### src/sv/itra_pkg.sv
// Shared constants, command/status types and character mapping for the radix text block.
package itra_pkg;

    localparam int WORD_BITS_DEFAULT = 32;
    localparam int RADIX_W           = 6;
    localparam int CHAR_W            = 7;
    localparam int BITS_PER_CYCLE    = 8;

    localparam logic [RADIX_W-1:0] RADIX_MIN   = 6'd2;
    localparam logic [RADIX_W-1:0] RADIX_MAX   = 6'd36;
    localparam logic [RADIX_W-1:0] RADIX_DEC   = 6'd10;
    localparam logic [RADIX_W-1:0] RADIX_RESET = 6'd10;

    localparam logic [CHAR_W-1:0] CHAR_ZERO  = 7'h30;
    localparam logic [CHAR_W-1:0] CHAR_MINUS = 7'h2d;
    localparam logic [CHAR_W-1:0] CHAR_ALPHA = 7'h61;
    localparam logic [CHAR_W-1:0] DIGITS_DEC = 7'd10;

    typedef struct packed {
        logic load;
        logic div_step;
        logic out_minus;
        logic pop;
        logic out_digit;
    } itra_cmd_t;

    typedef struct packed {
        logic div_done;
        logic quot_zero;
        logic neg;
        logic stack_empty;
        logic out_free;
    } itra_sts_t;

    function automatic logic [CHAR_W-1:0] digit_char(input logic [RADIX_W-1:0] d);
        logic [CHAR_W-1:0] dx;
        dx = {1'b0, d};
        if (dx < DIGITS_DEC) begin
            return dx + CHAR_ZERO;
        end
        return dx + (CHAR_ALPHA - DIGITS_DEC);
    endfunction

endpackage

### src/sv/integer_to_radix_ascii_core.sv
// Top level: signed integer to ASCII text in a programmable radix (2..36).
//
// s_tdata carries one WORD_BITS-bit two's complement value per request.
// m_tdata carries one ASCII character per transfer, most significant first;
// m_tlast marks the final character. Digits are 0-9 then a-z. In radix 10 a
// negative value is preceded by '-'; other radices treat the value as unsigned.
// cfg_data writes the radix (reset 10), clamped into 2..36; write it only idle.
// Per request: an accept step, the digit loop in the shared divider, then a
// pop and an output step per character through the single-port digit stack,
// plus an output step for a sign ahead of the digits.
// A new value is taken once the last character sits in the output register.
// Reset clears the sequencer and output valid and sets the radix to 10.
// A stall on m_tready holds the current character and pauses the unload.
module integer_to_radix_ascii_core #(
    parameter int WORD_BITS = itra_pkg::WORD_BITS_DEFAULT
) (
    input  logic                                 aclk,
    input  logic                                 aresetn,
    input  logic                                 s_tvalid,
    output logic                                 s_tready,
    input  logic [((WORD_BITS+7)/8)*8-1:0]       s_tdata,  // value
    input  logic                                 cfg_valid,
    output logic                                 cfg_ready,
    input  logic [itra_pkg::RADIX_W-1:0]         cfg_data,
    output logic                                 m_tvalid,
    input  logic                                 m_tready,
    output logic [7:0]                           m_tdata,  // text_char, zero pad
    output logic                                 m_tlast
);
    import itra_pkg::*;

    itra_cmd_t         cmd;
    itra_sts_t         sts;
    logic [CHAR_W-1:0] m_char;

    assign cfg_ready = 1'b1;
    assign m_tdata   = {1'b0, m_char};

    itra_ctrl u_ctrl (
        .aclk     (aclk),
        .aresetn  (aresetn),
        .s_tvalid (s_tvalid),
        .s_tready (s_tready),
        .sts      (sts),
        .cmd      (cmd)
    );

    itra_datapath #(
        .WORD_BITS (WORD_BITS)
    ) u_dp (
        .aclk      (aclk),
        .aresetn   (aresetn),
        .cmd       (cmd),
        .sts       (sts),
        .s_value   (s_tdata[WORD_BITS-1:0]),
        .cfg_valid (cfg_valid),
        .cfg_data  (cfg_data),
        .m_tvalid  (m_tvalid),
        .m_tready  (m_tready),
        .m_char    (m_char),
        .m_tlast   (m_tlast)
    );

endmodule

### src/sv/itra_ctrl.sv
// Sequencer: accepts a request, runs the digit loop, then unloads sign and digits.
module itra_ctrl (
    input  logic              aclk,
    input  logic              aresetn,
    input  logic              s_tvalid,
    output logic              s_tready,
    input  itra_pkg::itra_sts_t sts,
    output itra_pkg::itra_cmd_t cmd
);
    import itra_pkg::*;

    localparam logic [2:0] ST_IDLE  = 3'd0;
    localparam logic [2:0] ST_DIV   = 3'd1;
    localparam logic [2:0] ST_MINUS = 3'd2;
    localparam logic [2:0] ST_READ  = 3'd3;
    localparam logic [2:0] ST_OUT   = 3'd4;

    logic [2:0] state_reg, state_next;

    always_ff @(posedge aclk) begin
        if (!aresetn) begin
            state_reg <= ST_IDLE;
        end else begin
            state_reg <= state_next;
        end
    end

    always_comb begin
        state_next = state_reg;
        cmd        = '0;
        s_tready   = 1'b0;
        case (state_reg)
            ST_IDLE: begin
                s_tready = 1'b1;
                if (s_tvalid) begin
                    cmd.load   = 1'b1;
                    state_next = ST_DIV;
                end
            end
            ST_DIV: begin
                cmd.div_step = 1'b1;
                if (sts.div_done && sts.quot_zero) begin
                    state_next = sts.neg ? ST_MINUS : ST_READ;
                end
            end
            ST_MINUS: begin
                if (sts.out_free) begin
                    cmd.out_minus = 1'b1;
                    state_next    = ST_READ;
                end
            end
            ST_READ: begin
                cmd.pop    = 1'b1;
                state_next = ST_OUT;
            end
            ST_OUT: begin
                if (sts.out_free) begin
                    cmd.out_digit = 1'b1;
                    state_next    = sts.stack_empty ? ST_IDLE : ST_READ;
                end
            end
            default: begin
                state_next = ST_IDLE;
            end
        endcase
    end

endmodule

### src/sv/itra_datapath.sv
// Radix register, 8-bit-per-cycle divider, digit stack and output register.
module itra_datapath #(
    parameter int WORD_BITS = itra_pkg::WORD_BITS_DEFAULT
) (
    input  logic                          aclk,
    input  logic                          aresetn,
    input  itra_pkg::itra_cmd_t           cmd,
    output itra_pkg::itra_sts_t           sts,
    input  logic [WORD_BITS-1:0]          s_value,
    input  logic                          cfg_valid,
    input  logic [itra_pkg::RADIX_W-1:0]  cfg_data,
    output logic                          m_tvalid,
    input  logic                          m_tready,
    output logic [itra_pkg::CHAR_W-1:0]   m_char,
    output logic                          m_tlast
);
    import itra_pkg::*;

    localparam int STEP_CYC = (WORD_BITS + BITS_PER_CYCLE - 1) / BITS_PER_CYCLE;
    localparam int PAD_W    = STEP_CYC * BITS_PER_CYCLE;
    localparam int CNT_W    = $clog2(STEP_CYC + 1);
    localparam int ADDR_W   = $clog2(WORD_BITS);
    localparam int SP_W     = $clog2(WORD_BITS + 1);

    logic [RADIX_W-1:0] radix_reg;
    logic [PAD_W-1:0]   work_reg;
    logic [RADIX_W-1:0] rem_reg;
    logic [CNT_W-1:0]   cnt_reg;
    logic               neg_reg;
    logic [SP_W-1:0]    sp_reg;
    logic [RADIX_W-1:0] rd_reg;
    logic               m_tvalid_reg;
    logic [CHAR_W-1:0]  char_reg;
    logic               last_reg;

    logic [RADIX_W-1:0] stack_mem [WORD_BITS];

    logic [PAD_W-1:0]     work_next;
    logic [RADIX_W:0]     rem_next;
    logic                 in_neg;
    logic [WORD_BITS-1:0] in_mag;
    logic                 out_free;
    logic                 div_done;

    assign in_neg   = (radix_reg == RADIX_DEC) && s_value[WORD_BITS-1];
    assign in_mag   = in_neg ? (~s_value + 1'b1) : s_value;
    assign out_free = !m_tvalid_reg || m_tready;
    assign div_done = (cnt_reg == CNT_W'(STEP_CYC - 1));

    // restoring division, BITS_PER_CYCLE quotient bits per cycle
    always_comb begin
        rem_next  = {1'b0, rem_reg};
        work_next = work_reg;
        for (int i = 0; i < BITS_PER_CYCLE; i++) begin
            rem_next  = {rem_next[RADIX_W-1:0], work_next[PAD_W-1]};
            work_next = {work_next[PAD_W-2:0], 1'b0};
            if (rem_next >= {1'b0, radix_reg}) begin
                rem_next     = rem_next - {1'b0, radix_reg};
                work_next[0] = 1'b1;
            end
        end
    end

    always_ff @(posedge aclk) begin
        if (!aresetn) begin
            radix_reg <= RADIX_RESET;
        end else if (cfg_valid) begin
            if (cfg_data < RADIX_MIN) begin
                radix_reg <= RADIX_MIN;
            end else if (cfg_data > RADIX_MAX) begin
                radix_reg <= RADIX_MAX;
            end else begin
                radix_reg <= cfg_data;
            end
        end
    end

    always_ff @(posedge aclk) begin
        if (!aresetn) begin
            cnt_reg <= '0;
            sp_reg  <= '0;
        end else if (cmd.load) begin
            cnt_reg <= '0;
            sp_reg  <= '0;
        end else if (cmd.div_step) begin
            if (div_done) begin
                cnt_reg <= '0;
                sp_reg  <= sp_reg + 1'b1;
            end else begin
                cnt_reg <= cnt_reg + 1'b1;
            end
        end else if (cmd.pop) begin
            sp_reg <= sp_reg - 1'b1;
        end
    end

    always_ff @(posedge aclk) begin
        if (cmd.load) begin
            work_reg <= PAD_W'(in_mag);
            rem_reg  <= '0;
            neg_reg  <= in_neg;
        end else if (cmd.div_step) begin
            work_reg <= work_next;
            rem_reg  <= div_done ? '0 : rem_next[RADIX_W-1:0];
        end
    end

    // digit stack: pushed least significant first, popped most significant first
    always_ff @(posedge aclk) begin
        if (cmd.div_step && div_done) begin
            stack_mem[sp_reg[ADDR_W-1:0]] <= rem_next[RADIX_W-1:0];
        end
        if (cmd.pop) begin
            rd_reg <= stack_mem[ADDR_W'(sp_reg - 1'b1)];
        end
    end

    always_ff @(posedge aclk) begin
        if (!aresetn) begin
            m_tvalid_reg <= 1'b0;
        end else if (cmd.out_minus || cmd.out_digit) begin
            m_tvalid_reg <= 1'b1;
        end else if (m_tready) begin
            m_tvalid_reg <= 1'b0;
        end
    end

    always_ff @(posedge aclk) begin
        if (cmd.out_minus) begin
            char_reg <= CHAR_MINUS;
            last_reg <= 1'b0;
        end else if (cmd.out_digit) begin
            char_reg <= digit_char(rd_reg);
            last_reg <= (sp_reg == '0);
        end
    end

    assign sts.div_done    = div_done;
    assign sts.quot_zero   = (work_next == '0);
    assign sts.neg         = neg_reg;
    assign sts.stack_empty = (sp_reg == '0);
    assign sts.out_free    = out_free;

    assign m_tvalid = m_tvalid_reg;
    assign m_char   = char_reg;
    assign m_tlast  = last_reg;

endmodule

### config.mk
export PLATFORM = sky130hd
export DESIGN_NAME = integer_to_radix_ascii_core
export DESIGN_NICKNAME = d
export VERILOG_FILES = /design/src/sv/itra_pkg.sv /design/src/sv/integer_to_radix_ascii_core.sv /design/src/sv/itra_ctrl.sv /design/src/sv/itra_datapath.sv
export SDC_FILE = /design/constraint.sdc
export NUM_CORES = 1
export LEC_CHECK = 0
export ABC_AREA = 0
export BUFFER_PORTS_ARGS = -buffer_cell sky130_fd_sc_hd__buf_2
export CAP_MARGIN = 5
export CORE_UTILIZATION = 35
export DETAILED_ROUTE_END_ITERATION = 8
export PLACE_DENSITY_LB_ADDON = 0.25
export SLEW_MARGIN = 20
export SYNTH_ARGS = -nofsm -noshare
export SYNTH_HDL_FRONTEND = slang
export SYNTH_SLANG_ARGS = --single-unit
export TNS_END_PERCENT = 20
### constraint.sdc
create_clock -name aclk -period 16.9 [get_ports aclk]
set_input_delay 2.535 -clock aclk [delete_from_list [all_inputs] [get_ports aclk]]
set_output_delay 2.535 -clock aclk [all_outputs]
set_load 0.01 [all_outputs]
Word-level counts from Yosys, hierarchy flattened
Memory sizes are Yosys's and may differ from the RTL's. A register that Yosys moved wholly into a read port is not among the register bits.
Cells that the tools add are included.
{"block": "totals", "register_bits": 66, "latchBits": 0, "mem_bits_rw": 192, "rom_bits": 0, "input_bits": 43, "output_inout_bits": 12, "memories": 1}
{"name": "u_dp.stack_mem", "depth": 32, "width": 6, "read_ports": 1, "rd_ports_with_merged_regs": 1, "wr": 1, "line_no": "itra_datapath.sv:36", "rtl": "logic [RADIX_W-1:0] stack_mem [WORD_BITS];"}
{"block": "classes", "addsub": 14, "multipliers": 0, "n_div": 0, "n_lt_le_gt_ge": 11, "eq_ne": 11, "n_shift": 0, "n_mux": 50, "bitwise": 2, "n_reduce_logical": 15}
{"cell": "32-bit two-way mux", "count": 3}
{"cell": "6-bit two-way mux", "count": 14}
{"cell": "7-bit by 6-bit >= comparator with 1-bit output", "count": 8}
{"cell": "6-bit subtractor", "count": 8}
{"cell": "32-bit by 1-bit adder with 32-bit output (second input constant)", "count": 1}
{"cell": "32-bit zero test", "count": 1}
{"cell": "32-bit inverter", "count": 1}
{"cell": "1-bit two-way mux", "count": 24}
{"cell": "3-bit two-way mux", "count": 5}
{"cell": "3-bit one-hot mux with 5 select lines", "count": 1}
{"cell": "7-bit two-way mux", "count": 2}
{"cell": "3-bit by 2-bit == test with 1-bit output (second input constant)", "count": 3}
{"cell": "6-bit by 6-bit adder with 7-bit output (second input constant)", "count": 1}
{"cell": "6-bit by 7-bit adder with 7-bit output (second input constant)", "count": 1}
{"cell": "6-bit by 1-bit adder with 6-bit output (second input constant)", "count": 1}
{"cell": "6-bit by 4-bit == test with 1-bit output (second input constant)", "count": 1}
{"cell": "6-bit > comparator (second input constant)", "count": 1}
{"cell": "6-bit zero test", "count": 1}
{"cell": "6-bit by 2-bit less-than comparator with 1-bit output (second input constant)", "count": 1}
{"cell": "6-bit by 4-bit less-than comparator with 1-bit output (second input constant)", "count": 1}
{"cell": "2-bit by 1-bit inequality test with 1-bit output (second input constant)", "count": 3}
{"cell": "2-bit nonzero test", "count": 3}
{"cell": "6-bit by 1-bit subtractor with 6-bit output (second input constant)", "count": 1}
{"cell": "2-bit inequality test (second input constant)", "count": 2}
{"cell": "12 further kinds", "count": 15}

Longest topological paths before layout
Gate-level depths: netlist (run 1).
{"block": "logic_depth", "word_depth": 20, "depth_mapped": 82, "mapped_depth_nobuf": 80}

Cells and area by module
From an unflattened synthesis (run 1), not the netlist that was laid out.
{"block": "unflattened", "hier_cells": 1125, "area_unflattened_um2": 14251.2}
{"mod": "itra_datapath", "n_inst": 1, "cells_per_inst": 1093, "area_per_inst_um2": 13977.2}
{"mod": "itra_ctrl", "n_inst": 1, "cells_per_inst": 28, "area_per_inst_um2": 251.5}
{"mod": "integer_to_radix_ascii_core", "n_inst": 1, "cells_per_inst": 4, "area_per_inst_um2": 22.5}

Worst setup path after synthesis (run 1)
No wires, ideal clock.
{"block": "synth_timing", "path_type": "flip-flop to flip-flop", "start": "reg u_dp.radix_reg[1]", "end": "mem u_dp.stack_mem[0][5], data pin", "setup_time_ns": 0.385, "arrival_ns": 16.493, "t_required_ns": 16.515, "slack_ns": 0.022, "path_stages_with_launch": 79, "synth_period_minus_slack_ns": 16.878, "cell_sequence": "dfxtp_1 -> inv_1 -> ha_1 -> a21oi_1 -> o211ai_2 -> o21ai_0 -> inv_1 -> ha_1 -> nor2b_1 -> o211ai_1 -> a21oi_1 -> a211oi_4 -> nor2_1 -> a21oi_1 -> inv_1 -> ha_1 -> nor2b_1 -> o31a_1 -> [43 not listed] -> a211o_1 -> a311oi_2 -> nand2b_1 -> buf_2 -> o21ai_1 -> inv_1 -> ha_1 -> nor2b_1 -> o21ai_0 -> nand2b_1 -> a21o_1 -> a21o_1 -> a211oi_1 -> o311a_1 -> nand4b_2 -> and2_1 -> buf_6 -> mux2i_1"}
{"block": "synth_via", "elab_chain_len": 16}
{"element": "start, declared", "line_no": "itra_datapath.sv:25", "rtl": "logic [RADIX_W-1:0] radix_reg;"}
{"element": "start signal, assigned", "line_no": "itra_datapath.sv:73", "rtl": "radix_reg <= cfg_data;"}
{"element": "6-bit subtractor or 7-bit by 6-bit >= comparator with 1-bit output (tied branches)", "line_no": "itra_datapath.sv:58, itra_datapath.sv:57"}
{"element": "6-bit two-way mux", "line_no": "itra_datapath.sv:57", "rtl": "if (rem_next >= {1'b0, radix_reg}) begin"}
{"element": "6-bit subtractor or 7-bit by 6-bit >= comparator with 1-bit output (tied branches)", "line_no": "itra_datapath.sv:58, itra_datapath.sv:57"}
{"element": "6-bit two-way mux", "line_no": "itra_datapath.sv:57"}
{"element": "6-bit subtractor or 7-bit by 6-bit >= comparator with 1-bit output (tied branches)", "line_no": "itra_datapath.sv:58, itra_datapath.sv:57"}
{"element": "6-bit two-way mux", "line_no": "itra_datapath.sv:57"}
{"element": "6-bit subtractor or 7-bit by 6-bit >= comparator with 1-bit output (tied branches)", "line_no": "itra_datapath.sv:58, itra_datapath.sv:57"}
{"element": "6-bit two-way mux", "line_no": "itra_datapath.sv:57"}
{"element": "6-bit subtractor or 7-bit by 6-bit >= comparator with 1-bit output (tied branches)", "line_no": "itra_datapath.sv:58, itra_datapath.sv:57"}
{"element": "6-bit two-way mux", "line_no": "itra_datapath.sv:57"}
{"element": "7-bit by 6-bit >= comparator with 1-bit output or 6-bit subtractor (tied branches)", "line_no": "itra_datapath.sv:57, itra_datapath.sv:58"}
{"element": "6-bit two-way mux", "line_no": "itra_datapath.sv:57"}
{"element": "6-bit subtractor or 7-bit by 6-bit >= comparator with 1-bit output (tied branches)", "line_no": "itra_datapath.sv:58, itra_datapath.sv:57"}
{"element": "6-bit two-way mux", "line_no": "itra_datapath.sv:57"}
{"element": "6-bit subtractor or 7-bit by 6-bit >= comparator with 1-bit output (tied branches)", "line_no": "itra_datapath.sv:58, itra_datapath.sv:57"}
{"element": "6-bit two-way mux (*)", "line_no": "itra_datapath.sv:57"}
{"element": "named net u_dp.rem_next[5]", "line_no": "itra_datapath.sv:39", "rtl": "logic [RADIX_W:0] rem_next;"}
{"element": "end, declared", "line_no": "itra_datapath.sv:36"}
The timed path passes the listed nets; every way through them passes the cells marked *.

Worst setup path after layout (run 1)
{"block": "layout_timing", "start": "reg u_dp.radix_reg[5]", "end": "mem u_dp.stack_mem[20][2], data pin"}
{"block": "layout_via", "elab_chain_len": 16}
{"element": "6-bit subtractor or 7-bit by 6-bit >= comparator with 1-bit output (tied branches)", "line_no": "itra_datapath.sv:58, itra_datapath.sv:57"}
{"element": "6-bit two-way mux", "line_no": "itra_datapath.sv:57"}
{"element": "7-bit by 6-bit >= comparator with 1-bit output or 6-bit subtractor (tied branches)", "line_no": "itra_datapath.sv:57, itra_datapath.sv:58"}
{"element": "6-bit two-way mux", "line_no": "itra_datapath.sv:57"}
{"element": "6-bit subtractor or 7-bit by 6-bit >= comparator with 1-bit output (tied branches)", "line_no": "itra_datapath.sv:58, itra_datapath.sv:57"}
{"element": "6-bit two-way mux", "line_no": "itra_datapath.sv:57"}
{"element": "6-bit subtractor or 7-bit by 6-bit >= comparator with 1-bit output (tied branches)", "line_no": "itra_datapath.sv:58, itra_datapath.sv:57"}
{"element": "6-bit two-way mux", "line_no": "itra_datapath.sv:57"}
{"element": "6-bit subtractor or 7-bit by 6-bit >= comparator with 1-bit output (tied branches)", "line_no": "itra_datapath.sv:58, itra_datapath.sv:57"}
{"element": "6-bit two-way mux", "line_no": "itra_datapath.sv:57"}
{"element": "6-bit subtractor or 7-bit by 6-bit >= comparator with 1-bit output (tied branches)", "line_no": "itra_datapath.sv:58, itra_datapath.sv:57"}
{"element": "6-bit two-way mux", "line_no": "itra_datapath.sv:57"}
{"element": "7-bit by 6-bit >= comparator with 1-bit output or 6-bit subtractor (tied branches)", "line_no": "itra_datapath.sv:57, itra_datapath.sv:58"}
{"element": "6-bit two-way mux", "line_no": "itra_datapath.sv:57"}
{"element": "6-bit subtractor or 7-bit by 6-bit >= comparator with 1-bit output (tied branches)", "line_no": "itra_datapath.sv:58, itra_datapath.sv:57"}
{"element": "6-bit two-way mux (*)", "line_no": "itra_datapath.sv:57"}
Every way passes the cells marked *; elsewhere a longest branch is shown, timed or not.

==> results of run 1 <==
tightest hold or removal path, stage by stage (launching register included):
cell	delay, ns
dfxtp_1	0.30
nand2_1	0.05
nor2_1	0.03
routing by layer:
layer | part of all wire (%) | vias up | global-route usage [%]
met4 | 2.5 | 8 | 5.102
met3 | 6.0 | 68 | 3.563
met1 | 42 | 4705 | 22.57
met5 | 0.11 | - | 0
met2 | 49 | 277 | 30.27
li1 | - | 4508 | -
layout by cell type (no fill, tap or decap), types with 6 or more instances in the layout:
cell / n
a211o_1: 6
a21o_1: 16
a21oi_1: 49
a31oi_1: 11
and2_1: 7
and3_1: 10
buf_12: 7
buf_2: 52
buf_4: 44
clkbuf_1: 12
clkbuf_16: 28
dfxtp_1: 32
edfxtp_1: 231
fa_1: 8
ha_1: 56
inv_1: 59
mux2_2: 14
mux2i_1: 6
mux2i_2: 6
mux2i_4: 8
mux4_2: 60
nand2_1: 84
nand2b_1: 15
nand3_1: 13
nand4_1: 8
nor2_1: 98
nor2b_1: 10
nor3_1: 18
nor4_1: 15
o211ai_1: 9
o21ai_0: 60
o31ai_1: 12
xnor2_1: 42
xor2_1: 21
worst max path at each step:
stage | from | end | slack, ns | cells after the start
4_1_cts | u_dp.radix_reg[5] | u_dp.stack_mem[1][1] | 0.04 | 75
2_1_floorplan | u_dp.radix_reg[1] | u_dp.stack_mem[0][5] | 0.02 | 78
6_report | u_dp.radix_reg[5] | u_dp.stack_mem[20][2] | 0.73 | 74
3_3_place_gp | u_dp.radix_reg[5] | u_dp.stack_mem[31][3] | 0.16 | 77
5_1_grt | u_dp.radix_reg[2] | u_dp.stack_mem[21][2] | -0.08 | 77
3_5_place_dp | u_dp.radix_reg[5] | u_dp.stack_mem[31][3] | -0.17 | 74
stage by stage:
stage	setup slack, ns	TNS, ns	util [%]	instances	hold slack (ns)
after floorplan	0.02171	0	-	1128	0.4046
after global placement	0.1636	0	38.37	1703	0.4142
after detailed placement	-0.1732	-14.95	38.37	1703	0.4198
after CTS	0.04083	0	40.96	1760	0.4297
after global routing	-0.08129	-8.644	41.78	1776	0.4609
final	0.7301	0	41.78	1776	0.4260
cell type report:
cell class | instances | area [sq um]
multi-input cells | 771 | 6494
flip-flops and latches | 264 | 7601
clock inverters | 10 | 148.9
well taps | 525 | 656.9
clock buffers | 41 | 759.5
inverters | 60 | 225.2
repair buffers | 105 | 753.2
fillers | 3714 | 23180
what timing repair did:
item | 4_1_cts | 5_1_grt
resized for setup | 7 | 32
buffers inserted | 3 | 13
hold buffers | 0 | 0
cloned | 3 | 3
endpoints found under the setup margin | 106 | 201
pin swaps | 0 | 8
cell families after synthesis:
kind of cell	share of synthesized area, %
adder cells (fa/ha/maj)	6.257
other	0.05304
multiplexers	12.07
flip-flops	53.66
XOR/XNOR	4.021
AND/OR/NAND/NOR	10.45
AO/OA/AOI/OAI	10.75
buffers and inverters	2.748
==> results.yml, run 1 <==
cts:
  root_buffer: "clkbuf_16"
  cts_buffer_depth: 3
  htreeDepth: 1
  cts_tree: "yes"
  clkSlewWorstSetupHoldPaths_ns: 0.06
  numCtsBuffers: 28
  clk_latency_ns: 0.58
  cts.sinks: 264
grt:
  antenna_found_initial: 4
  overflow: 0
  first_global_vias: 9451
  grt_max_degree: 63
  track_usage_pct: 17.67
  grt_pass1_wl_mm: 55.35
worst_setup_path:
  worstSetupPathType: "flop to flop"
  critPathSlowestCell: "o31ai_1"
  cp.arrival_ns: 16.45
  critPathRequiredTime_ns: 17.18
  critical_path.top_delay_family: "compound AO/OA/AOI/OAI gates"
  worst_path_largest_cell_delay_ns: 0.55
  start_kind: "flop"
  r2r_slack_ns: 0.73
  r2r-start: "u_dp.radix_reg[5]"
  ff2ff_path_depth: 74
  worstReg2RegEnd: "u_dp.stack_mem[20][2]"
  end_kind: "flop"
  crit_top_cell: "ha_1"
  path_max_fanout: 10
  path_buf_inv: 10
cells_and_area:
  final_area_sq_mm: 0.01664
  fin_nets: 1339
  syn_to_final_growth_pct: 17.52
  drive_gt1_share_pct: 21.42
  largest_reg_flops: 192
  antenna_cells: 0
yosys:
  synth-edff-count: 231
  syn_area_per_cell_sq_um: 12.55
  ys_top_cells_by_area: "edfxtp_1 (49%), mux4_2 (9.5%), ha_1 (5.1%), dfxtp_1 (4.7%), xnor2_1 (2.7%)"
  synth_top_area_share_pct: 48.99
  synthMostInstantiatedCell: "edfxtp_1"
  syn-num-nets: 1237
  synth_seq_area_share_pct: 53.66
  synth_area_sq_mm: 0.01416
  ys_types: 78
  synth_ff_type: "edfxtp_1"
  synth_common_cells: "edfxtp_1 (231), nor2_1 (99), nand2_1 (86)"
  ys_ff_latch: 264
  syn-instance-count: 1128
  synthArstFlopShare_pct: 0
  yosysWarningCount: 0
  yosysTopAreaCell: "edfxtp_1"
timing:
  period_minus_slack_ns: 16.17
  period_share_pct: 95.68
  finClkSkew_ns: 0.03777
  max-slew-margin-rel_pct: 36.17
  tightest_slew_ns: 0.9527
  hold_violations: 0
  fmax_mhz: 61.84
  setup-violations-final: 0
  final_max_slew_viol_count: 0
detailed_routing:
  drc: 0
  wl_mm: 36.91
  vias_per_cell: 5.386
  drtPass1Iterations: 5
  post_drt_wl_per_cell_microns: 20.78
  vias: 9566
  drtIter0Drc: 537
  ant_nets: 0
flow_run:
  maxCapViolations: 0
min_path:
  worstHoldStart: "u_dp.cnt_reg[2]"
  hold_end: "u_dp.cnt_reg[2]"
  hold_path_class: "flop to flop"
  hold_depth: 2
placed_design:
  hpwl_mm: 25.98
  place.gp.congestion: 0.8731
  dpl-instance-area_sq_mm: 0.01528
  io_buffers: 52
floorplanning:
  die_width_microns: 203.1
  ios: 55
  initial_core_util_pct: 35.55
  die_y_microns: 203.1
  dieArea_sq_mm: 0.04126
  core_region_area_sq_mm: 0.03982
  rows: 73
run_status:
  status: "complete, no violations"
Power of run 1 is not shown: default switching activity piles up to over one toggle a cycle in this logic, so the estimate is an artifact.
==> run 2, diff against run 1 <==
Settings changed: PLACE_DENSITY set to 0.61, PLACE_DENSITY_LB_ADDON 0.25 to unset, SKIP_CTS_REPAIR_TIMING set to 1.
==> results.yml, run 2 (synthesis results as in run 1) <==
grt:
  overflow: 0
  track_usage_pct: 16.88
  grt_pass1_wl_mm: 53.79
  grt_max_degree: 63
  antenna_found_initial: 0
  first_global_vias: 9413
cells_and_area:
  syn_to_final_growth_pct: 16.94
  n_fill_cell: 3709
  fin_nets: 1338
  final_area_sq_mm: 0.01656
  antenna_cells: 0
  stdcell_count: 1776
  final_common_cell: "edfxtp_1"
  seq_area_sq_mm: 0.007601
  drive_gt1_share_pct: 21.58
  mostFrequentLayoutCells: "edfxtp_1 (231), nor2_1 (98), nand2_1 (84)"
  largest_reg_flops: 192
  multiInputGateArea_sq_mm: 0.006380
timing:
  setup_tns_ns: 0
  rsz0062_at_grt: "no"
  period_share_pct: 93.68
  tightest_slew_ns: 1.088
  max-slew-margin-rel_pct: 26.93
  final_max_slew_viol_count: 0
  hold_violations: 0
  setup-violations-final: 0
  period_minus_slack_ns: 15.83
  fmax_mhz: 63.16
  finClkSkew_ns: 0.01527
  holdWs_ns: 0.4243
worst_setup_path:
  cp.arrival_ns: 16.25
  critPathRequiredTime_ns: 17.32
  critPathSlowestCell: "mux2_2"
  worst_path_largest_cell_delay_ns: 0.39
  r2r-start: "u_dp.radix_reg[3]"
  end_kind: "flop"
  start_kind: "flop"
  worstSetupPathType: "flop to flop"
  path_max_fanout: 32
  cp-startpoint: "u_dp.radix_reg[3]"
placed_design:
  io_buffers: 52
  place.gp.congestion: 0.9102
  dpl-instance-area_sq_mm: 0.01530
  dp_cells: 1710
  hpwl_mm: 24.73
cts:
  cts_tree: "yes"
  cts.sinks: 264
  numCtsBuffers: 30
  clkSlewWorstSetupHoldPaths_ns: 0.06
  htreeDepth: 1
  root_buffer: "clkbuf_16"
  clk_latency_ns: 0.58
  cts_buffer_depth: 3
floorplanning:
  initial_core_util_pct: 35.55
  die_width_microns: 203.1
  dieArea_sq_mm: 0.04126
  die_y_microns: 203.1
  ios: 55
  rows: 73
  core_region_area_sq_mm: 0.03982
detailed_routing:
  wl_mm: 35.18
  drtPass1Iterations: 5
  drtIter0Drc: 584
  drc: 0
  ant_nets: 0
  post_drt_wl_per_cell_microns: 19.81
  vias: 9545
  vias_per_cell: 5.374
run_status:
  status: "complete, no violations"
flow_run:
  maxCapViolations: 0
min_path:
  hold_path_class: "flop to flop"
  worstHoldStart: "u_dp.cnt_reg[2]"
[run 2: worst max-delay path: cells and delay by family (launching register included)]
family | cells | cell delay (ns)
fa+ha+maj | 8 | 2.30
buf+inv | 13 | 1.64
mux | 8 | 2.38
flops | 1 | 0.36
compound gates | 39 | 7.22
simple gates | 9 | 1.73
[run 2: metrics by stage]
| step | util (%) | setup slack [ns] |
|---|---|---|
| floorplan | - | 0.02171 |
| global placement | 38.38 | 0.3016 |
| detailed placement | 38.42 | 0.3611 |
| CTS | 40.87 | 0.1929 |
| global route | 41.58 | 0.02342 |
| finish | 41.58 | 1.068 |
[run 2: layout make-up]
cell class,count,share of cell area [%]
clock buffer,31,4.557
clock inverter,23,1.330
inverter,60,1.360
multi-input combinational,768,38.53
sequential,264,45.91
tap,525,3.967
timing repair buffer,105,4.345
[run 2: final timing paths]
check	slack, ns	depth (start not counted)	to
setup / recovery	1.07	77	u_dp.stack_mem[12][1]
hold / removal	0.42	2	u_dp.cnt_reg[2]
setup reg to reg	1.07	77	u_dp.stack_mem[12][1]
hold reg to reg	0.42	2	u_dp.cnt_reg[2]
[run 2: layer usage]
layer / GRT usage (%) / wire length (microns) / vias to the layer above
met5: 0 / 0 / -
met4: 3.598 / 538 / 0
met3: 2.573 / 1868 / 42
met2: 27.27 / 16780 / 255
met1: 24.01 / 15990 / 4742
li1: - / - / 4506
Power of run 2 is left out for the same reason.
==> run 3, diff against run 2 <==
Settings changed: PLACE_DENSITY 0.61 to 0.59.
Clock period 16.9 ns to 14.6 ns, I/O delays scaled along.
==> results.yml, run 3 (synthesis results as in run 1) <==
run_status:
  status: "complete, no violations"
timing:
  finClkSkew_ns: 0.01425
  tightest_slew_ns: 1.062
  final_max_slew_viol_count: 0
  fmax_mhz: 68.88
  period_minus_slack_ns: 14.52
  period_share_pct: 99.43
  rsz0062_at_grt: "yes"
  setup-violations-final: 0
  holdWs_ns: 0.4275
  max-slew-margin-rel_pct: 28.68
  hold_violations: 0
  setup_tns_ns: 0
worst_setup_path:
  worstSetupPathType: "flop to flop"
  path_max_fanout: 8
  critPathRequiredTime_ns: 14.85
  cp-startpoint: "u_dp.radix_reg[5]"
  end_kind: "flop"
  r2r-start: "u_dp.radix_reg[5]"
  crit_top_cell: "ha_4"
  ff2ff_path_depth: 74
  worst_path_largest_cell_delay_ns: 0.38
  critPathSlowestCell: "mux2_4"
  start_kind: "flop"
  cp.arrival_ns: 14.77
cells_and_area:
  antenna_cells: 0
  mostFrequentLayoutCells: "edfxtp_1 (231), buf_4 (121), nor2_1 (98)"
  stdcell_count: 1863
  drive_gt1_share_pct: 31.54
  final_common_cell: "edfxtp_1"
  finalCoreUtilization_pct: 44.60
  syn_to_final_growth_pct: 25.44
  fin_nets: 1425
  largest_reg_flops: 192
detailed_routing:
  drtIter0Drc: 818
  wl_mm: 37.00
  ant_nets: 0
  vias_per_cell: 5.360
  drc: 0
  post_drt_wl_per_cell_microns: 19.86
  drtPass1Iterations: 7
  vias: 9985
grt:
  use_met1_pct: 23.05
  antenna_found_initial: 0
  grt_max_degree: 63
  first_global_vias: 9496
  track_usage_pct: 16.70
  met3_usage_pct: 2.109
  grt_pass1_wl_mm: 53.79
  overflow: 0
  grt_busiest_layer: "met2"
  use_met2_pct: 27.70
cts:
  cts_tree: "yes"
  cts_buffer_depth: 3
  htreeDepth: 1
  root_buffer: "clkbuf_16"
  clkSlewWorstSetupHoldPaths_ns: 0.06
  clk_latency_ns: 0.54
  cts.sinks: 264
  numCtsBuffers: 28
floorplanning:
  dieArea_sq_mm: 0.04126
  ios: 55
  initial_core_util_pct: 35.55
  die_width_microns: 203.1
  die_y_microns: 203.1
  core_region_area_sq_mm: 0.03982
  rows: 73
min_path:
  hold_path_class: "flop to flop"
  worstHoldStart: "u_dp.cnt_reg[2]"
  hold_depth: 2
placed_design:
  dp_cells: 1770
  place.gp.congestion: 0.8955
  io_buffers: 52
  hpwl_mm: 25.29
flow_run:
  maxCapViolations: 0
-- run 3: cell count changes in the layout (fill, tap and decap cells not counted), moves of 7 or more --
| cell | delta |
|---|---|
| inv_2 | +12 |
| buf_4 | +75 |
| ha_4 | +19 |
| o21ai_0 | -9 |
| inv_1 | -13 |
| ha_1 | -20 |
| mux2_4 | +7 |
-- run 3: area by class of cell --
type                       instances  area (sq um)
clock buffer                      32         737.0
inverter                          60         229.0
multi-input combinational        771          6944
clock inverter                    20         135.1
fill                            3632         22060
sequential                       264          7609
timing repair buffer             191          1450
tap                              525         656.9
-- run 3: path summary, 6_finish.rpt --
kind,to,slack [ns]
max,u_dp.stack_mem[14][2],0.08
min,u_dp.cnt_reg[2],0.43
max reg2reg,u_dp.stack_mem[14][2],0.08
min reg2reg,u_dp.cnt_reg[2],0.43
-- run 3: critical path, delay by kind of cell, from the launching register on --
family / cells / cell delay, ns
multiplexers: 7 / 2.26
flip-flops: 1 / 0.33
buffers and inverters: 9 / 0.85
AO/OA/AOI/OAI: 38 / 7.04
AND/OR/NAND/NOR: 12 / 2.04
adder cells (fa/ha/maj): 8 / 1.72
-- run 3: stage by stage --
step	cell area [sq um]	setup WS, ns
floorplan	14420	-0.3925
CTS	16850	-0.6142
finish	17760	0.08299
global route	17760	-0.4973
global placement	15980	-0.06510
detailed placement	15980	-0.5226
-- run 3: metal layers --
layer / routed length (microns) / vias to the layer above / part of all wire, %
met1: 16180 / 4918 / 44
li1: - / 4685 / -
met3: 1940 / 61 / 5.2
met5: 0 / - / 0
met2: 17840 / 321 / 48
met4: 1034 / 0 / 2.8
Power of run 3 is left out for the same reason.
